`src/rtl/core/cbtc_pkg.sv`:
```
// ----------------------------------------------------------------------------
// cbtc_pkg
// shared types and constants for the cubic bezier timing curve block
// ----------------------------------------------------------------------------
package cbtc_pkg;

	localparam int CFG_W = 19;
	localparam int IN_W  = 18;
	localparam int OUT_W = 19;
	localparam int IDX_W = 2;

	// register indexes
	localparam logic [IDX_W-1:0] REG_CTRL1_X = 2'd0;
	localparam logic [IDX_W-1:0] REG_CTRL1_Y = 2'd1;
	localparam logic [IDX_W-1:0] REG_CTRL2_X = 2'd2;
	localparam logic [IDX_W-1:0] REG_CTRL2_Y = 2'd3;

	// datapath operations
	typedef enum logic [3:0] {
		OP_NONE,
		OP_LOAD,      // latch t and coefficients, u = t
		OP_POLY_X,    // start cubic x(u)
		OP_DERIV,     // start derivative x'(u)
		OP_DIV,       // start newton divide
		OP_UPDATE,    // u -= quotient, saturate
		OP_CLAMP,     // clamp u to 0..one
		OP_BIS_INIT,  // lo = 0, hi = one
		OP_BIS_MID,   // u = midpoint, start x(u)
		OP_BIS_STEP,  // narrow interval
		OP_POLY_Y,    // start cubic y(u)
		OP_OUT        // load result register
	} dp_op_t;

	typedef struct packed {
		dp_op_t op;
	} dp_cmd_t;

	typedef struct packed {
		logic busy;       // multi-cycle unit running
		logic t_low;      // t <= 0
		logic t_high;     // t >= one
		logic diff_small; // |x(u) - t| <= 1
		logic der_small;  // |x'(u)| <= 1
		logic bis_done;   // hi - lo <= 1
	} dp_stat_t;

	typedef enum logic [3:0] {
		ST_IDLE,
		ST_LOAD,
		ST_NX,
		ST_NX_W,
		ST_ND,
		ST_ND_W,
		ST_NDIV_W,
		ST_CLAMP,
		ST_CHK_W,
		ST_BIS_MID,
		ST_BIS_W,
		ST_Y_W,
		ST_OUT
	} ctl_state_t;

endpackage

```
`src/rtl/core/cbtc_div.sv`:
```
// ----------------------------------------------------------------------------
// cbtc_div
// restoring signed divider, one quotient bit per cycle, truncates toward zero
// ----------------------------------------------------------------------------
module cbtc_div #(
	parameter int NUM_W = 64,
	parameter int DEN_W = 32
) (
	input  logic                    clk,
	input  logic                    arst_n,
	input  logic                    start,
	input  logic signed [NUM_W-1:0] num,
	input  logic signed [DEN_W-1:0] den,
	output logic                    busy,
	output logic signed [NUM_W-1:0] quo
);
	localparam int CNT_W = $clog2(NUM_W + 1);

	logic [NUM_W-1:0] q_q;
	logic [NUM_W-1:0] r_q;
	logic [DEN_W-1:0] d_q;
	logic             neg_q;
	logic [CNT_W-1:0] cnt_q;
	logic [NUM_W:0]   trial;

	assign trial = {r_q, q_q[NUM_W-1]} - {{(NUM_W+1-DEN_W){1'b0}}, d_q};

	// control
	always_ff @(posedge clk or negedge arst_n) begin
		if (!arst_n) begin
			cnt_q <= '0;
		end else if (start) begin
			cnt_q <= CNT_W'(NUM_W);
		end else if (cnt_q != '0) begin
			cnt_q <= cnt_q - 1'b1;
		end
	end

	// shift and subtract
	always_ff @(posedge clk) begin
		if (start) begin
			q_q   <= num[NUM_W-1] ? NUM_W'(-num) : num;
			d_q   <= den[DEN_W-1] ? DEN_W'(-den) : den;
			r_q   <= '0;
			neg_q <= num[NUM_W-1] ^ den[DEN_W-1];
		end else if (cnt_q != '0) begin
			if (!trial[NUM_W]) begin
				r_q <= trial[NUM_W-1:0];
				q_q <= {q_q[NUM_W-2:0], 1'b1};
			end else begin
				r_q <= {r_q[NUM_W-2:0], q_q[NUM_W-1]};
				q_q <= {q_q[NUM_W-2:0], 1'b0};
			end
		end
	end

	assign busy = (cnt_q != '0);
	assign quo  = neg_q ? NUM_W'(-q_q) : q_q;
endmodule

```
`src/rtl/core/cbtc_ctrl.sv`:
```
// ----------------------------------------------------------------------------
// cbtc_ctrl
// sequencer: newton iterations, bisection fallback, final y evaluation
// ----------------------------------------------------------------------------
module cbtc_ctrl #(
	parameter int NEWTON_STEPS = 8
) (
	input  logic               clk,
	input  logic               arst_n,
	input  logic               in_go,
	input  logic               out_free,
	input  cbtc_pkg::dp_stat_t stat,
	output cbtc_pkg::dp_cmd_t  cmd,
	output logic               idle
);
	import cbtc_pkg::*;

	localparam int IT_W = $clog2(NEWTON_STEPS + 1) + 1;

	ctl_state_t      state_q, state_d;
	logic [IT_W-1:0] it_q, it_d;

	always_ff @(posedge clk or negedge arst_n) begin
		if (!arst_n) begin
			state_q <= ST_IDLE;
			it_q    <= '0;
		end else begin
			state_q <= state_d;
			it_q    <= it_d;
		end
	end

	// next state and commands
	always_comb begin
		state_d = state_q;
		it_d    = it_q;
		cmd.op  = OP_NONE;
		unique case (state_q)
			ST_IDLE: begin
				if (in_go) begin
					cmd.op  = OP_LOAD;
					it_d    = '0;
					state_d = ST_LOAD;
				end
			end
			ST_LOAD: begin
				if (stat.t_low || stat.t_high) state_d = ST_OUT;
				else state_d = ST_NX;
			end
			ST_NX: begin
				if (it_q >= IT_W'(NEWTON_STEPS)) begin
					state_d = ST_CLAMP;
				end else begin
					cmd.op  = OP_POLY_X;
					state_d = ST_NX_W;
				end
			end
			ST_NX_W: begin
				if (!stat.busy) begin
					if (stat.diff_small) state_d = ST_CLAMP;
					else state_d = ST_ND;
				end
			end
			ST_ND: begin
				cmd.op  = OP_DERIV;
				state_d = ST_ND_W;
			end
			ST_ND_W: begin
				if (!stat.busy) begin
					if (stat.der_small) begin
						state_d = ST_CLAMP;
					end else begin
						cmd.op  = OP_DIV;
						state_d = ST_NDIV_W;
					end
				end
			end
			ST_NDIV_W: begin
				if (!stat.busy) begin
					cmd.op  = OP_UPDATE;
					it_d    = it_q + 1'b1;
					state_d = ST_NX;
				end
			end
			ST_CLAMP: begin
				cmd.op  = OP_CLAMP;
				state_d = ST_CHK_W;
			end
			ST_CHK_W: begin
				// check after clamp: x(u) started by clamp op
				if (!stat.busy) begin
					if (stat.diff_small) begin
						cmd.op  = OP_POLY_Y;
						state_d = ST_Y_W;
					end else begin
						cmd.op  = OP_BIS_INIT;
						state_d = ST_BIS_MID;
					end
				end
			end
			ST_BIS_MID: begin
				if (stat.bis_done) begin
					cmd.op  = OP_POLY_Y;
					state_d = ST_Y_W;
				end else begin
					cmd.op  = OP_BIS_MID;
					state_d = ST_BIS_W;
				end
			end
			ST_BIS_W: begin
				if (!stat.busy) begin
					cmd.op  = OP_BIS_STEP;
					state_d = ST_BIS_MID;
				end
			end
			ST_Y_W: begin
				if (!stat.busy) state_d = ST_OUT;
			end
			ST_OUT: begin
				if (out_free) begin
					cmd.op  = OP_OUT;
					state_d = ST_IDLE;
				end
			end
			default: state_d = ST_IDLE;
		endcase
	end

	assign idle = (state_q == ST_IDLE);

	// newton count never passes its limit
	a_it_bound: assert property (@(posedge clk) disable iff (!arst_n)
		it_q <= IT_W'(NEWTON_STEPS))
		else $error("newton count overrun");
	// a new item only starts from idle
	a_load_idle: assert property (@(posedge clk) disable iff (!arst_n)
		cmd.op == OP_LOAD |-> state_q == ST_IDLE)
		else $error("load outside idle");
	// output load leaves for idle
	a_out_idle: assert property (@(posedge clk) disable iff (!arst_n)
		cmd.op == OP_OUT |=> state_q == ST_IDLE)
		else $error("output did not return to idle");
endmodule

```
`src/rtl/core/cbtc_dp.sv`:
```
// ----------------------------------------------------------------------------
// cbtc_dp
// datapath: coefficients, shared multiplier for horner steps, divider,
// newton and bisection registers, result register
// ----------------------------------------------------------------------------
module cbtc_dp #(
	parameter int FRAC_BITS = 16
) (
	input  logic                              clk,
	input  logic                              arst_n,
	input  cbtc_pkg::dp_cmd_t                 cmd,
	input  logic signed [cbtc_pkg::IN_W-1:0]  t_in,
	input  logic signed [cbtc_pkg::CFG_W-1:0] c1x,
	input  logic signed [cbtc_pkg::CFG_W-1:0] c1y,
	input  logic signed [cbtc_pkg::CFG_W-1:0] c2x,
	input  logic signed [cbtc_pkg::CFG_W-1:0] c2y,
	output cbtc_pkg::dp_stat_t                stat,
	output logic signed [cbtc_pkg::OUT_W-1:0] y_out
);
	import cbtc_pkg::*;

	localparam int V_W   = 24 + FRAC_BITS;       // values incl. coefficients
	// multiplier operands: horner partials stay under 128 ones or the y span,
	// u stays within +-2 ones
	localparam int MA_W  = (FRAC_BITS + 8 > CFG_W + 6) ? FRAC_BITS + 8 : CFG_W + 6;
	localparam int U_W   = FRAC_BITS + 3;
	localparam int P_W   = MA_W + U_W;
	localparam int NUM_W = V_W + FRAC_BITS + 2;
	localparam logic signed [V_W-1:0] ONE  = V_W'(1) <<< FRAC_BITS;
	localparam logic signed [P_W-1:0] HALF = P_W'(1) <<< (FRAC_BITS - 1);
	localparam logic signed [V_W-1:0] TWO  = ONE <<< 1;
	localparam logic signed [V_W-1:0] OMAX = V_W'((1 << (OUT_W - 1)) - 1);
	localparam logic signed [V_W-1:0] OMIN = -V_W'(1 << (OUT_W - 1));

	logic signed [V_W-1:0] t_q, u_q, lo_q, hi_q, diff_q, der_q;
	logic signed [V_W-1:0] a_q, b_q, c_q, acc_q, m_a_q;
	logic [1:0]            step_q;
	logic                  mode_q;    // 0: polynomial, 1: derivative
	logic                  bis_q;     // result feeds bisection compare
	logic signed [V_W-1:0] sx1, sx2, x1, x2, xy1, xy2;
	logic signed [MA_W-1:0] m_op;
	logic signed [U_W-1:0]  u_op;
	logic signed [P_W-1:0] prod, prod_r;
	logic signed [V_W-1:0] rnd;
	logic signed [V_W-1:0] cx, bx, ax, cy, by, ay, nu, mid;
	logic                  div_busy;
	logic signed [NUM_W-1:0] quo;
	logic                  xless_q;
	logic signed [V_W-1:0] dabs, qabs;

	// clamp x control points and build coefficients
	assign sx1 = V_W'(c1x);
	assign sx2 = V_W'(c2x);
	assign x1  = sx1 < 0 ? '0 : (sx1 > ONE ? ONE : sx1);
	assign x2  = sx2 < 0 ? '0 : (sx2 > ONE ? ONE : sx2);
	assign xy1 = V_W'(c1y);
	assign xy2 = V_W'(c2y);
	assign cx  = 3 * x1;
	assign bx  = 3 * (x2 - x1) - cx;
	assign ax  = ONE - cx - bx;
	assign cy  = 3 * xy1;
	assign by  = 3 * (xy2 - xy1) - cy;
	assign ay  = ONE - cy - by;

	// one multiply per cycle, rounded half up
	assign m_op   = m_a_q[MA_W-1:0];
	assign u_op   = u_q[U_W-1:0];
	assign prod   = m_op * u_op;
	assign prod_r = prod + HALF;
	assign rnd    = V_W'(prod_r >>> FRAC_BITS);
	assign mid    = V_W'((lo_q + hi_q) >>> 1);
	assign nu     = u_q - V_W'(quo);
	assign dabs   = diff_q < 0 ? -diff_q : diff_q;
	assign qabs   = der_q < 0 ? -der_q : der_q;

	cbtc_div #(.NUM_W(NUM_W), .DEN_W(V_W)) u_div (
		.clk   (clk),
		.arst_n(arst_n),
		.start (cmd.op == OP_DIV),
		.num   (NUM_W'(diff_q) <<< FRAC_BITS),
		.den   (der_q),
		.busy  (div_busy),
		.quo   (quo)
	);

	// horner step counter
	always_ff @(posedge clk or negedge arst_n) begin
		if (!arst_n) step_q <= '0;
		else if (cmd.op == OP_POLY_X || cmd.op == OP_BIS_MID || cmd.op == OP_POLY_Y
			|| cmd.op == OP_CLAMP) step_q <= 2'd3;
		else if (cmd.op == OP_DERIV) step_q <= 2'd2;
		else if (step_q != '0) step_q <= step_q - 1'b1;
	end

	// registers
	always_ff @(posedge clk) begin
		unique case (cmd.op)
			OP_LOAD: begin
				t_q <= V_W'(t_in);
				u_q <= V_W'(t_in);
				a_q <= ax; b_q <= bx; c_q <= cx;
			end
			OP_POLY_X, OP_POLY_Y, OP_CLAMP, OP_BIS_MID: begin
				mode_q <= 1'b0;
				bis_q  <= (cmd.op == OP_BIS_MID);
				if (cmd.op == OP_POLY_Y) begin
					a_q <= ay; b_q <= by; c_q <= cy; m_a_q <= ay;
				end else begin
					m_a_q <= a_q;
				end
				if (cmd.op == OP_CLAMP)
					u_q <= u_q < 0 ? '0 : (u_q > ONE ? ONE : u_q);
				if (cmd.op == OP_BIS_MID) u_q <= mid;
			end
			OP_DERIV: begin
				mode_q <= 1'b1;
				m_a_q  <= 3 * a_q;
			end
			OP_UPDATE: u_q <= nu < -TWO ? -TWO : (nu > TWO ? TWO : nu);
			OP_BIS_INIT: begin
				lo_q <= '0;
				hi_q <= ONE;
			end
			OP_BIS_STEP: begin
				if (xless_q) lo_q <= u_q;
				else hi_q <= u_q;
			end
			OP_OUT: begin
				if (t_q <= 0) y_out <= '0;
				else if (t_q >= ONE) y_out <= OUT_W'(ONE > OMAX ? OMAX : ONE);
				else y_out <= OUT_W'(acc_q < OMIN ? OMIN : (acc_q > OMAX ? OMAX : acc_q));
			end
			default: ;
		endcase
		// horner progression
		if (step_q != '0) begin
			if (!mode_q) begin
				if (step_q == 2'd3) m_a_q <= rnd + b_q;
				else if (step_q == 2'd2) m_a_q <= rnd + c_q;
				else begin
					acc_q   <= rnd;
					diff_q  <= rnd - t_q;
					xless_q <= rnd < t_q;
				end
			end else begin
				if (step_q == 2'd2) m_a_q <= rnd + (b_q <<< 1);
				else der_q <= rnd + c_q;
			end
		end
	end

	assign stat.busy       = (step_q != '0) || div_busy;
	assign stat.t_low      = (t_q <= 0);
	assign stat.t_high     = (t_q >= ONE);
	assign stat.diff_small = (dabs <= 1);
	assign stat.der_small  = (qabs <= 1);
	assign stat.bis_done   = (hi_q - lo_q <= 1);
endmodule

```
`src/rtl/core/cubic_bezier_timing_curve.sv`:
```
// ----------------------------------------------------------------------------
// cubic_bezier_timing_curve
// css style cubic bezier easing: maps time t to eased value y
// ----------------------------------------------------------------------------
// One item is worked at a time. Times at or outside 0..1 go straight from
// the load to the result load. Others run up to NEWTON_STEPS newton steps
// (horner x, the derivative and the bit-serial divider), then a check of
// the clamped u, a bisection of FRAC_BITS steps when newton missed, and
// y(u) with the result load; all horner steps share the single multiplier.
// The result waits in an output register, so a new item is accepted as
// soon as the sequencer is back in idle.
module cubic_bezier_timing_curve #(
	parameter int FRAC_BITS    = 16,
	parameter int NEWTON_STEPS = 8
) (
	input  logic        clk,
	input  logic        arst_n,
	input  logic        s_tvalid,
	output logic        s_tready,
	input  logic [23:0] s_tdata,   // [17:0] time_in
	output logic        m_tvalid,
	input  logic        m_tready,
	output logic [23:0] m_tdata,   // [18:0] eased_value
	input  logic        cfg_valid,
	output logic        cfg_ready,
	input  logic [1:0]  cfg_index,
	input  logic [18:0] cfg_data
);
	import cbtc_pkg::*;

	logic signed [CFG_W-1:0] c1x_q, c1y_q, c2x_q, c2y_q;
	logic signed [OUT_W-1:0] y;
	dp_cmd_t                 cmd;
	dp_stat_t                stat;
	logic                    idle, vld_q;

	// configuration registers
	assign cfg_ready = 1'b1;
	always_ff @(posedge clk or negedge arst_n) begin
		if (!arst_n) begin
			c1x_q <= 19'sd16384;
			c1y_q <= '0;
			c2x_q <= 19'sd49152;
			c2y_q <= 19'sd65536;
		end else if (cfg_valid) begin
			unique case (cfg_index)
				REG_CTRL1_X: c1x_q <= cfg_data;
				REG_CTRL1_Y: c1y_q <= cfg_data;
				REG_CTRL2_X: c2x_q <= cfg_data;
				REG_CTRL2_Y: c2y_q <= cfg_data;
				default: ;
			endcase
		end
	end

	assign s_tready = idle;

	cbtc_ctrl #(.NEWTON_STEPS(NEWTON_STEPS)) u_ctrl (
		.clk     (clk),
		.arst_n  (arst_n),
		.in_go   (s_tvalid),
		.out_free(!vld_q || m_tready),
		.stat    (stat),
		.cmd     (cmd),
		.idle    (idle)
	);

	cbtc_dp #(.FRAC_BITS(FRAC_BITS)) u_dp (
		.clk   (clk),
		.arst_n(arst_n),
		.cmd   (cmd),
		.t_in  (s_tdata[IN_W-1:0]),
		.c1x   (c1x_q),
		.c1y   (c1y_q),
		.c2x   (c2x_q),
		.c2y   (c2y_q),
		.stat  (stat),
		.y_out (y)
	);

	// result valid
	always_ff @(posedge clk or negedge arst_n) begin
		if (!arst_n) vld_q <= 1'b0;
		else if (cmd.op == OP_OUT) vld_q <= 1'b1;
		else if (m_tready) vld_q <= 1'b0;
	end

	assign m_tvalid = vld_q;
	assign m_tdata  = {5'd0, y};

	a_no_overwrite: assert property (@(posedge clk) disable iff (!arst_n)
		vld_q && !m_tready |=> vld_q)
		else $error("result dropped");
	a_accept_idle: assert property (@(posedge clk) disable iff (!arst_n)
		s_tvalid && s_tready |=> !s_tready)
		else $error("second item taken while busy");
	a_out_safe: assert property (@(posedge clk) disable iff (!arst_n)
		cmd.op == OP_OUT |-> (!vld_q || m_tready))
		else $error("result register overwritten");
endmodule
```
`config.mk`:
```
export PLATFORM = sky130hd
export DESIGN_NAME = cubic_bezier_timing_curve
export DESIGN_NICKNAME = d
export VERILOG_FILES = /design/src/rtl/core/cbtc_pkg.sv /design/src/rtl/core/cbtc_div.sv /design/src/rtl/core/cbtc_ctrl.sv /design/src/rtl/core/cbtc_dp.sv /design/src/rtl/core/cubic_bezier_timing_curve.sv
export SDC_FILE = /design/constraint.sdc
export NUM_CORES = 2
export LEC_CHECK = 0
export BUFFER_PORTS_ARGS = -buffer_cell sky130_fd_sc_hd__buf_2
export CAP_MARGIN = 20
export CORE_AREA = 2 2 392 394
export CTS_BUF_LIST = sky130_fd_sc_hd__clkbuf_4 sky130_fd_sc_hd__clkbuf_8
export DETAILED_ROUTE_END_ITERATION = 8
export DIE_AREA = 0 0 394 396
export GPL_ROUTABILITY_DRIVEN = 1
export REMOVE_ABC_BUFFERS = 1
export SKIP_CTS_REPAIR_TIMING = 1
export SYNTH_ARGS = -nofsm -noshare
export SYNTH_HDL_FRONTEND = slang
export SYNTH_SLANG_ARGS = --single-unit
```
`constraint.sdc`:
```
create_clock -name clk -period 12.1 [get_ports clk]
set_input_delay 0.605 -clock clk [delete_from_list [all_inputs] [get_ports clk]]
set_output_delay 0.605 -clock clk [all_outputs]
set_load 0.02 [all_outputs]
```
-- Word level (Yosys, flattened, before mapping)
Index checks and enable logic that the tools add are counted.
- bits in registers: 667
- input bits: 50
- output and inout bits: 27
- word-level logic and storage cells: 234
- add/subtract/negate cells: 24
- multiply operators: 6
- order comparisons: 19
- eq/ne operators: 41
- muxes and demuxes: 76
- bitwise logic cells: 4
- reductions and logical operators: 34
- operators with widths (operator ; count):
    40-bit two-way mux ; 23
    40-bit case mux with 2 select lines ; 6
    40-bit subtractor ; 7
    58-bit two-way mux ; 4
    3-bit by 40-bit multiplier with 40-bit output, first input constant ; 4
    28-bit by 40-bit adder with 40-bit output ; 3
    40-bit by 2-bit <= comparator with 1-bit output, second input constant ; 3
    40-bit case mux with 3 select lines ; 1
    40-bit by 1-bit < comparator with 1-bit output, second input constant ; 2
    40-bit negation ; 2
    18-bit by 40-bit subtractor with 40-bit output, first input constant ; 2
    59-bit by 40-bit subtractor with 59-bit output ; 1
    45-bit negation with 58-bit output ; 1
    4-bit two-way mux ; 14
    4-bit case mux with 13 select lines ; 1
    44-bit by 17-bit adder with 44-bit output, second input constant ; 1
    25-bit by 19-bit multiplier with 44-bit output ; 1
    40-bit adder ; 1
    40-bit by 18-bit > comparator with 1-bit output, second input constant ; 1
    40-bit by 19-bit > comparator with 1-bit output, second input constant ; 1
    40-bit by 18-bit < comparator with 1-bit output, second input constant ; 1
    29-bit negation with 40-bit output ; 1
    4-bit case mux with 10 select lines ; 1
    39-bit two-way mux ; 1
    50 further kinds ; 121

-- Logic depth before layout (Yosys ltp)
- depth in word-level cells: 13
- depth in mapped cells: 45

-- Modules after synthesis
From an unflattened synthesis, not the netlist that was laid out.
- cells, all modules: 7989
- area total of the unflattened synthesis: 71314.6 um2
- by module, submodules not included (module ; times used ; cells an instance ; area an instance (um2) ; sequential area each (um2)):
    cbtc_dp ; 1 ; 6195 ; 54777.5 ; 10400.0
    cbtc_div ; 1 ; 1522 ; 12579.6 ; 4284.1
    cubic_bezier_timing_curve ; 1 ; 175 ; 3121.7 ; 1931.9
    cbtc_ctrl ; 1 ; 97 ; 835.8 ; 225.2

-- Least setup slack after synthesis
Ideal clock, no wire load.
- kind: register -> register
- start: register u_dp.u_q[1]
- end: register u_dp.der_q[27], data pin
- data arrival time: 8.885 ns
- slack: 2.950 ns
- stages on the path, launching flop included: 38
- path buffers: 1
- clock period less this slack: 9.150 ns
- cell sequence: edfxtp_1 > clkbuf_1 > and2_1 > fa_1 > fa_1 > inv_1 > fa_1 > inv_1 > fa_1 > inv_1 > fa_1 > inv_1 > fa_1 > ha_1 > ha_1 > a21oi_1 > o21ai_0 > nor3_1 > (+2 left out) > a21oi_1 > nor2b_1 > nor2_1 > ha_1 > a21o_1 > a21oi_1 > nor2b_1 > o21a_1 > o41ai_1 > o21ai_0 > o21ai_0 > nor2_1 > o21ai_0 > o21ai_0 > a21oi_1 > nor2_1 > o41a_1 > xor2_1
- word-level cells in the longest chain between the ends: 3
- RTL lines (what ; RTL line ; source):
    start: declaration ; cbtc_dp.sv:35 ; logic signed [V_W-1:0] t_q, u_q, lo_q, hi_q, diff_q, der_q;
    start signal: assignment ; cbtc_dp.sv:100 ; u_q <= V_W'(t_in);
    start signal: assignment ; cbtc_dp.sv:112 ; u_q <= u_q < 0 ? '0 : (u_q > ONE ? ONE : u_q);
    start signal: assignment ; cbtc_dp.sv:113 ; if (cmd.op == OP_BIS_MID) u_q <= mid;
    25-bit by 19-bit multiplier with 44-bit output ; cbtc_dp.sv:68 ; assign prod = m_op * u_op;
    44-bit by 17-bit adder with 44-bit output ; cbtc_dp.sv:69 ; assign prod_r = prod + HALF;
    via u_dp.prod_r[17] ; cbtc_dp.sv:43 ; logic signed [P_W-1:0] prod, prod_r;
    28-bit by 40-bit adder with 40-bit output ; cbtc_dp.sv:147 ; else der_q <= rnd + c_q;
    end signal: assignment ; cbtc_dp.sv:147 ;
    end: declaration ; cbtc_dp.sv:35 ;
The timed path passes the listed nets, and every way through them passes these cells.
A chain may end at the register's enable or synchronous reset.

-- Worst setup path in the final report
- start: register u_dp.u_q[2]
- end: register u_dp.m_a_q[19]
- word-level cells in the longest chain between the ends: 7
- RTL lines (what ; RTL line ; source):
    25-bit by 19-bit multiplier with 44-bit output (*) ; cbtc_dp.sv:68 ;
    44-bit by 17-bit adder with 44-bit output (*) ; cbtc_dp.sv:69 ;
    via u_dp.prod_r[17] ; cbtc_dp.sv:43 ;
    28-bit by 40-bit adder with 40-bit output ; cbtc_dp.sv:139 ; else if (step_q == 2'd2) m_a_q <= rnd + c_q;
    40-bit two-way mux ; cbtc_dp.sv:139 ;
    40-bit two-way mux ; cbtc_dp.sv:138 ; if (step_q == 2'd3) m_a_q <= rnd + b_q;
    40-bit two-way mux (*) ; cbtc_dp.sv:137 ; if (!mode_q) begin
    40-bit two-way mux (*) ; cbtc_dp.sv:136 ; if (step_q != '0) begin
    end signal: assignment ; cbtc_dp.sv:138 ;
    end signal: assignment ; cbtc_dp.sv:139 ;
    end signal: assignment ; cbtc_dp.sv:146 ; if (step_q == 2'd2) m_a_q <= rnd + (b_q <<< 1);
    end: declaration ; cbtc_dp.sv:36 ; logic signed [V_W-1:0] a_q, b_q, c_q, acc_q, m_a_q;
The timed path passes the listed nets; every way through them passes the cells marked *.

==> out/metrics.cfg <==
[timing]
tightest_slew_ps=1188
report.final.slew_viol_count=0
rsz0062_at_grt=no
fmax_mhz=90.68
slew_headroom_pct=20.05
fin_ws_ps=1072
period_needed_ps=11030
finClkSkew_ps=92.02
timing.final.crit_share_pct=91.14
hold_viol=0
setup_violations=0

[place]
dp_slack_ps=1198
port_buffers=64
dpl.hpwl_um=147500
place.gp.congestion=0.9268

[yosys]
ys_seq_elements=604
syn_area_per_cell_um2=9.215
syn-cell-area_um2=67750
async_reset_ff_share_pct=15.56
yosysWarnings=0
seq_area_frac_synth_pct=24.86
synth_enable_flop_cells=427
synth_ff_type=edfxtp_1
ys_types=93
syn_inst=7352

[floorplanning]
core_um2=151500
die_w_um=394
die_height_um=396
boundaryPins=77
rows=143
start_util_pct=44.70
dieArea_um2=156000

[setup_path]
crit_required_ps=12860
cp-start-kind=register
path_common_cell=fa_1
cp_max_fo=15
worstSetupPathType=register to register
slowest_delay_ps=800
crit_arrival_ps=11780
worst_setup_path_end_kind=register
slowest_stage=nor2_1

[worst_hold_path]
hold_class=primary input to register

[flow_run]
maxCapViolations=0

[clock_network]
cts_sinks=604
htreeDepth=3
clk_pin_slew_worst_paths_ps=70
cts_buffer_depth=3
cts_made_buffers=113
cts_tree=built
cts_root_buf=clkbuf_8
clock_latency_ps=870

[cells_and_area]
layout-drive-gt1-share_pct=7.491
n_fill_cell=14530
synthToLayoutAreaGrowth_pct=8.209
fin_nets=8685
final_util_pct=48.37
final_common_cell=inv_1
final_cell_mix=919 x inv_1, 715 x ha_1, 531 x nand2_1, 530 x fa_1, 497 x nor2_1

[grt]
busiest_layer=met2
grtUsageMet3_pct=3.012
grt_max_degree=143
grt_pass1_wl_um=294600
grt_overflow=0
grt_usage_pct=23.81
grt_pass1_vias=53210
antenna_found_initial=12
grt_util_met1_pct=31.34
met2_usage_pct=40.51

[route]
dr.pass1.iters=6
wl_per_cell_um=19.52
antenna_left=0
routed_wl_um=185900
route.detailed.drc=0
vias=52820
drt-initial-drc-count=3560
viasPerCell=5.547

[run_status]
status=finished clean

[stage by stage]
stage / cell area (um2) / hold WS (ps) / TNS [ps] / cells
floorplan: 66680 / 309.4 / -28880 / 7084
global placement: 70520 / 465.2 / 0 / 9284
detailed placement: 70550 / 470.6 / 0 / 9287
CTS: 73100 / -353.2 / 0 / 9501
global route: 73300 / 22.42 / 0 / 9520
finish: 73310 / 88.68 / 0 / 9522
[sequential cells by signal, summed over array words and instances, names as in the netlist, 28 cells and up]
signal and cells:
u_dp.diff_q 29, u_dp.u_div.d_q 40, u_dp.acc_q 28, u_dp.hi_q 40, u_dp.u_q 40, u_dp.u_div.r_q 58
u_dp.der_q 40, u_dp.lo_q 40, u_dp.u_div.q_q 58
[worst paths after layout]
| path | start | end | slack (ps) | depth (start not counted) |
|---|---|---|---|---|
| worst max-delay path | u_dp.u_q[2]$_DFFE_PP_ | u_dp.m_a_q[19]$_DFF_P_ | 1070 | 35 |
| worst min-delay path | s_tdata[16] | u_dp.t_q[16]$_DFFE_PP_ | 90 | 1 |
| worst max register to register | u_dp.u_q[2]$_DFFE_PP_ | u_dp.m_a_q[19]$_DFF_P_ | 1070 | 35 |
| worst min register to register | u_dp.u_div.r_q[18]$_SDFFE_PN0P_ | u_dp.u_div.r_q[18]$_SDFFE_PN0P_ | 480 | 2 |
| max in group asynchronous | arst_n | c2y_q[2]$_DFFE_PN0P_ | 10440 | 3 |
| min in group asynchronous | arst_n | c2y_q[13]$_DFFE_PN0P_ | 270 | 2 |
[layer usage]
metal  wire, um  part of all wire, %  vias up
li1           -                    -    25370
met1      81880                   44    25940
met2      88330                   48     1228
met3       9192                  4.9      280
met4       6461                  3.5        2
met5         13               0.0070        -
[critical path: cells and delay by family (launching register included)]
kind	cells	cell delay, ps
flops	1	630
fa+ha+maj	9	3990
simple gates	5	1670
buf+inv	4	210
compound gates	16	4200
xor+xnor	1	200
[area by class of cell]
type	instances	area, um2	share of cell area [%]
diodes	3	7.507	0.01024
clock buffers	157	1986	2.709
repair buffers	191	1360	1.855
well taps	2030	2540	3.465
inverters	922	3461	4.721
multi-input cells	5558	46550	63.49
flip-flops and latches	604	16840	22.97
clock inverters	57	566.8	0.7732
[cell families after synthesis]
family | Yosys count | synth area share [%]
AOI/OAI and AO/OA | 1503 | 14.44
xor gates and xnor gates | 535 | 6.928
adders and majority gates | 1245 | 28.87
buffers and inverters | 1199 | 6.730
DFF | 604 | 24.86
muxes | 191 | 2.983
other | 2 | 0.01109
and+or+nand+nor | 2073 | 15.18
[synthesized netlist by cell type (all sizes together), types with 33 or more instances]
cell | n | area (um2)
a211oi | 64 | 480.5
a21o | 157 | 1179
a21oi | 419 | 2097
a31oi | 55 | 359.1
and2 | 309 | 1933
and3 | 47 | 294.0
buf | 39 | 205.2
clkbuf | 238 | 893.4
dfrtp | 90 | 2252
dfxtp | 83 | 1662
edfxtp | 427 | 12820
fa | 530 | 10610
ha | 715 | 8946
inv | 921 | 3457
mux2 | 87 | 979.7
mux2i | 104 | 1041
nand2 | 532 | 1997
nand2b | 92 | 575.6
nand3 | 103 | 515.5
nand4 | 49 | 306.5
nor2 | 500 | 1877
nor2b | 95 | 594.3
nor3 | 121 | 605.6
nor4 | 57 | 362.8
o211ai | 33 | 252.7
o21a | 62 | 465.5
o21ai | 302 | 1511
o21bai | 58 | 435.4
o31ai | 52 | 395.4
or2 | 36 | 225.2
or3 | 54 | 337.8
xnor2 | 325 | 2854
xor2 | 210 | 1839
Power is left out: the tool's default activity adds up to more than one toggle a clock period on the data nets, which glitch-free logic cannot reach.
